[src/hw/rtl/linear_probe_hash_table_defines.svh]
// Assertion macros for the hash table block.
`ifndef LINEAR_PROBE_HASH_TABLE_DEFINES_SVH
`define LINEAR_PROBE_HASH_TABLE_DEFINES_SVH
`ifndef NO_ASSERTIONS
`define LPH_ASSERT_IMP(label, clk, rst_n, a, c, msg) \
  label: assert property (@(posedge clk) disable iff (!rst_n) (a) |-> (c)) else $error(msg);
`define LPH_ASSERT_NXT(label, clk, rst_n, a, c, msg) \
  label: assert property (@(posedge clk) disable iff (!rst_n) (a) |=> (c)) else $error(msg);
`else
`define LPH_ASSERT_IMP(label, clk, rst_n, a, c, msg)
`define LPH_ASSERT_NXT(label, clk, rst_n, a, c, msg)
`endif
`endif

[src/hw/rtl/lph_pkg.sv]
`timescale 1ns / 1ps
package lph_pkg;
  localparam int TABLE_SIZE = 2048;  // power of two: hash and probe wrap by masking
  localparam int KEY_W = 64;
  localparam int LEN_W = 5;
  localparam int MAX_KEY_BYTES = 24;
  localparam int HASH_BASE = 31;

  typedef enum logic [2:0] {
    ST_INSERTED  = 3'd0,
    ST_DUPLICATE = 3'd1,
    ST_FULL      = 3'd2,
    ST_FOUND     = 3'd3,
    ST_NOT_FOUND = 3'd4
  } status_t;

  typedef enum logic {
    ACT_INSERT = 1'b0,
    ACT_SEARCH = 1'b1
  } action_t;

  typedef struct packed {
    logic             action;
    logic [KEY_W-1:0] key_word_low;
    logic [KEY_W-1:0] key_word_mid;
    logic [KEY_W-1:0] key_word_high;
    logic [LEN_W-1:0] key_length;
  } lph_req_t;

  typedef struct packed {
    logic [2:0]  status;
    logic [10:0] slot;
  } lph_rsp_t;

  typedef enum logic [3:0] {
    S_CLEAR,
    S_IDLE,
    S_HASH,
    S_READ,
    S_WAIT,
    S_CHECK,
    S_WRITE,
    S_DONE
  } lph_state_t;

  typedef struct packed {
    logic load;       // capture request
    logic hash_step;  // fold one key byte into the hash
    logic start_probe;// index <= home slot, count <= 0
    logic rd;         // latch key and length read at index
    logic advance;    // index++, count++
    logic wr_ins;     // write key and occupy at index
    logic clr;        // clear occupancy at clear pointer
    logic fin_hit;    // result: hit at index
    logic fin_empty;  // result: empty slot at index
    logic fin_full;   // result: wrapped
  } lph_cmd_t;

  typedef struct packed {
    logic hash_done;
    logic occ;
    logic match;
    logic wrapped;
    logic clr_done;
    logic is_search;
  } lph_sts_t;
endpackage

[src/hw/rtl/lph_ctrl.sv]
`timescale 1ns / 1ps
`include "linear_probe_hash_table_defines.svh"
module lph_ctrl (
  input  logic              clk,
  input  logic              rst_n,
  input  logic              in_valid,
  output logic              in_ready,
  output logic              out_valid,
  input  logic              out_ready,
  input  lph_pkg::lph_sts_t sts,
  output lph_pkg::lph_cmd_t cmd
);
  import lph_pkg::*;
  localparam logic [1:0] W_HIT = 2'd0, W_EMPTY = 2'd1, W_FULL = 2'd2;
  lph_state_t state_r, state_nxt;
  logic ov_r, ov_nxt;
  logic [1:0] why_r, why_nxt;
  logic fin;

  always_ff @(posedge clk) begin
    if (!rst_n) begin
      state_r <= S_CLEAR;
      ov_r <= 1'b0;
      why_r <= W_FULL;
    end else begin
      state_r <= state_nxt;
      ov_r <= ov_nxt;
      why_r <= why_nxt;
    end
  end

  // result register frees the core; only a new finish needs it empty
  // finish cause is latched in S_READ/S_CHECK and resolved in S_DONE
  always_comb begin
    state_nxt = state_r;
    cmd = '0;
    ov_nxt = ov_r && !out_ready;
    in_ready = 1'b0;
    why_nxt = why_r;
    case (state_r)
      S_CLEAR: begin
        if (sts.clr_done) begin
          state_nxt = S_IDLE;
        end else begin
          cmd.clr = 1'b1;
        end
      end
      S_IDLE: begin
        in_ready = 1'b1;
        if (in_valid) begin
          cmd.load = 1'b1;
          state_nxt = S_HASH;
        end
      end
      S_HASH: begin
        if (sts.hash_done) begin
          cmd.start_probe = 1'b1;
          state_nxt = S_READ;
        end else begin
          cmd.hash_step = 1'b1;
        end
      end
      S_READ: begin
        if (sts.wrapped) begin
          why_nxt = W_FULL;
          state_nxt = S_DONE;
        end else begin
          state_nxt = S_WAIT;
        end
      end
      S_WAIT: begin
        cmd.rd = 1'b1;
        state_nxt = S_CHECK;
      end
      S_CHECK: begin
        if (!sts.occ) begin
          why_nxt = W_EMPTY;
          state_nxt = (sts.is_search) ? S_DONE : S_WRITE;
        end else if (sts.match) begin
          why_nxt = W_HIT;
          state_nxt = S_DONE;
        end else begin
          cmd.advance = 1'b1;
          state_nxt = S_READ;
        end
      end
      S_WRITE: begin
        cmd.wr_ins = 1'b1;
        state_nxt = S_DONE;
      end
      S_DONE: begin
        if (!ov_nxt) begin
          ov_nxt = 1'b1;
          case (why_r)
            W_HIT:   cmd.fin_hit = 1'b1;
            W_EMPTY: cmd.fin_empty = 1'b1;
            default: cmd.fin_full = 1'b1;
          endcase
          state_nxt = S_IDLE;
        end
      end
      default: state_nxt = S_IDLE;
    endcase
  end

  assign fin = cmd.fin_hit | cmd.fin_empty | cmd.fin_full;
  assign out_valid = ov_r;

  `LPH_ASSERT_IMP(a_busy, clk, rst_n, in_ready, state_r == S_IDLE, "ready outside idle")
  `LPH_ASSERT_NXT(a_load, clk, rst_n, in_valid && in_ready, state_r == S_HASH, "no hash after load")
  `LPH_ASSERT_NXT(a_fin, clk, rst_n, fin, ov_r, "finish without result")
  `LPH_ASSERT_NXT(a_hold, clk, rst_n, ov_r && !out_ready, ov_r, "result dropped")
endmodule

[config.mk]
export PLATFORM = sky130hd
export DESIGN_NAME = lph_ctrl
export DESIGN_NICKNAME = d
export VERILOG_FILES = /design/src/hw/rtl/lph_pkg.sv /design/src/hw/rtl/lph_ctrl.sv
export VERILOG_INCLUDE_DIRS = /design/src /design/src/hw/rtl
export SDC_FILE = /design/constraint.sdc
export NUM_CORES = 1
export LEC_CHECK = 0
export ABC_AREA = 1
export BUFFER_PORTS_ARGS = -buffer_cell sky130_fd_sc_hd__buf_2
export CAP_MARGIN = 10
export CORE_UTILIZATION = 25
export CTS_CLUSTER_DIAMETER = 120
export DETAILED_ROUTE_END_ITERATION = 7
export SYNTH_ARGS = -nofsm -noshare
export SYNTH_HDL_FRONTEND = slang
export SYNTH_SLANG_ARGS = --single-unit
[constraint.sdc]
create_clock -name clk -period 1.5 [get_ports clk]
set_input_delay 0.075 -clock clk [delete_from_list [all_inputs] [get_ports clk]]
set_output_delay 0.075 -clock clk [all_outputs]
set_load 0.01 [all_outputs]
==> key figures <==
Finish
  – Antenna diodes: 0
  – Layout Utilization: 36.7%
  – Nets: 106
  – Leading cell type in the layout, fill and taps excluded: sky130_fd_sc_hd__buf_2
  – Share of cells above drive strength 1: 36.2%
  – Most frequent cells in the layout: sky130_fd_sc_hd__buf_2 (21), sky130_fd_sc_hd__inv_1 (13), sky130_fd_sc_hd__nor2_1 (13)
  – Filler instances: 176
  – Growth of design area from synthesis to finish: 30.1%

STA
  – Ratio of final minimum period to clock period: 92.6%
  – Final count of pins violating max slew: 0
  – Time the final worst path needs with I/O delays and setup: 1.39 ns
  – Setup-failing EPs final: 0
  – Worst Max-Slew Pin Slew: 0.331 ns
  – Relative slew slack: 77.8%
  – Final Hold Vio Count: 0
  – RSZ-0062 raised after global routing: no
  – Achievable Freq: 720 MHz
  – Sum of negative setup slack: 0 ns
  – Setup ws final: 0.112 ns
  – Maximum clock skew at final layout: 0.00145 ns

Placement
  – Estimated wirelength of the detail-placed design: 829 um
  – Minimum setup slack after placement: 0.289 ns
  – Gp weighted congestion: 0.762
  – Number of buffer cells added on primary ports: 21

Power and ir drop
  – Maximum ir drop on the vdd rail: 584 uV
  – Part of the total power dissipated in combinational logic: 47.6%
  – Sequential fraction of design power: 32.1%
  – Reported net switching power: 343 uW
  – Internal power of the cells: 423 uW
  – Switching share of power: 44.7%
  – Fraction of power consumed by the clock network: 20.3%
  – Sum of internal, switching and leakage power: 766 uW
  – Power per Cell Area: 1330 mW/mm^2
  – Cell leakage power: 0.325 nW

Global route
  – Pin count of the biggest net entering global routing: 9
  – Via count of the first global-routing pass: 406
  – Total global-route track usage: 12.5%
  – First-pass GRT wire length: 1.66 mm
  – Antenna violations before repair: 0
  – Gr ovfl total: 0

Clocking
  – # H-tree levels: 1
  – Clock root buffer master: sky130_fd_sc_hd__clkbuf_4
  – Maximum clock path buffer count: 2
  – Number of buffers inserted to repair setup after CTS: 0
  – CTS buffer count: 3
  – Clock latency at the later pin of the worst-skew pair: 0.25 ns
  – CTS tree: built
  – Post-CTS clock slew at the launch and capture registers of the worst setup and hold paths: 0.05 ns
  – CTS Hold Buffers Added: 0
  – Clock sinks: 6

Logic synthesis
  – Xor-xnor portion of the synthesized cell area: 0%
  – Number of different library cells in the post-synthesis netlist: 18
  – Avg Inst Size Synth: 6.26 sq um
  – Sequential cell area fraction in the yosys report: 27.0%
  – Number of instances in the synthesized netlist: 71
  – Share of synthesized cell area in full adder, half adder and majority cells: 0%
  – Count of state elements after synthesis: 6
  – Main combinational cell family by area after synthesis: simple AND/OR/NAND/NOR gates
  – Compound-gate portion of the synthesized area: 12.1%
  – Cell Area, Synth: 444 sq um
  – Simple-Gate Fraction of Synth Area: 43.4%
  – Number of synthesis warnings: 0
  – Portion of netlist area occupied by mux cells: 0%
  – Synthesized netlist net count: 81

Detailed routing
  – Vias per std cell: 4.66
  – Number of DRC markers after the initial detailed-route iteration: 15
  – WL/cell: 9.65 um
  – First-pass iteration count of the detailed router: 6
  – DRC viols: 0
  – ANT nets after route: 0
  – Final wirelength: 1.06 mm
  – Routed vias: 513

Floorplanning
  – Full die area: 0.00195 sq mm
  – Num rows: 14
  – Die extent in y: 44.2 um
  – Die span in x: 44.2 um
  – Core box area: 0.00158 sq mm
  – I/O pin cnt: 22
  – Initial Util: 28.2%

Critical path
  – CP Capture Type: output pin
  – Start-to-end type of the worst setup path: reg2out
  – Data arrival at the endpoint of the critical path: 1.31 ns
  – Data required time at the worst endpoint: 1.42 ns
  – Category of the worst setup path launch point: register
  – Worst-path fanout max: 8

Run status
  – Result of the run: completed

Hold path
  – Hold Path Class: in2reg

Flow run
  – Number of maximum-capacitance constraint violations: 0
-- cell usage after synthesis (all sizes together) --
cell type	number	area share, %
nor3	3	4.5
nand3	5	5.6
a21boi	1	1.7
dfxtp	6	27
nor2	15	15
a21oi	5	5.6
o21ai	2	3.1
nand2	13	13
buf	2	5.1
nor4	4	5.6
o21a	1	1.7
inv	14	12
-- area by class of cell --
type,instances,area [sq um],share of cell area [%]
multi-input cells,49,246,42.6
inverters,14,55.1,9.52
well taps,16,20.0,3.46
flip-flops and latches,6,121,21.0
clock buffers,3,22.5,3.90
repair buffers,22,113,19.5
-- cell families after synthesis --
group	after synthesis
flip-flops	6
buffers and inverters	16
AO/OA/AOI/OAI	9
AND/OR/NAND/NOR	40
-- worst max-delay path: stages, from the launching register on --
cell	delay [ns]
sky130_fd_sc_hd__dfxtp_1	0.41
sky130_fd_sc_hd__inv_4	0.09
sky130_fd_sc_hd__nor2_4	0.15
sky130_fd_sc_hd__inv_1	0.07
sky130_fd_sc_hd__nor4_1	0.16
sky130_fd_sc_hd__buf_2	0.17
-- metal layers --
| metal | up-vias | global-route usage (%) | share of wire [%] |
|---|---|---|---|
| met3 | 6 | 6.12 | 5.4 |
| met1 | 218 | 14.7 | 45 |
| met4 | 0 | 7.27 | 3.3 |
| li1 | 271 | - | - |
| met2 | 18 | 18.2 | 46 |
| met5 | - | 0 | 0 |
-- timing repair --
action                                  CTS  global route
endpoints found under the setup margin    0             2
hold endpoints to repair                  0             0
gates resized for setup                   0             1
-- per-stage QoR --
stage / hold WS, ns / cells / instance area, sq um
after detailed placement: 0.315 / 107 / 554
after CTS: 0.0616 / 110 / 577
final: 0.0639 / 110 / 578
after global placement: 0.310 / 107 / 554
after global routing: 0.0609 / 110 / 578
after floorplan: 0.144 / 71 / 444
-- power groups by stage --
stage                     Combinational (mW)  Clock [mW]  Sequential, mW
after floorplan                        0.317           0           0.215
after global placement                 0.362           0           0.245
after detailed placement               0.361           0           0.246
after CTS                              0.364       0.158           0.244
after global routing                   0.409       0.170           0.254
final                                  0.364       0.156           0.246
-- state kept, by name (all words and copies together), names as in the netlist --
name / cells
out_valid: 1
state_r: 3
why_r: 2
-- path summary, 6_finish.rpt --
check / start / slack, ns / to / cells after the start
max: state_r[2]$_SDFFE_PN0P_ / 0.11 / cmd[2] / 5
min: rst_n / 0.06 / why_r[1]$_SDFFE_PN1P_ / 2
max reg2reg: state_r[2]$_SDFFE_PN0P_ / 0.40 / why_r[0]$_SDFFE_PN0P_ / 5
min reg2reg: why_r[1]$_SDFFE_PN1P_ / 0.52 / why_r[1]$_SDFFE_PN1P_ / 2
No activity file was read; power rests on OpenSTA's default activity.
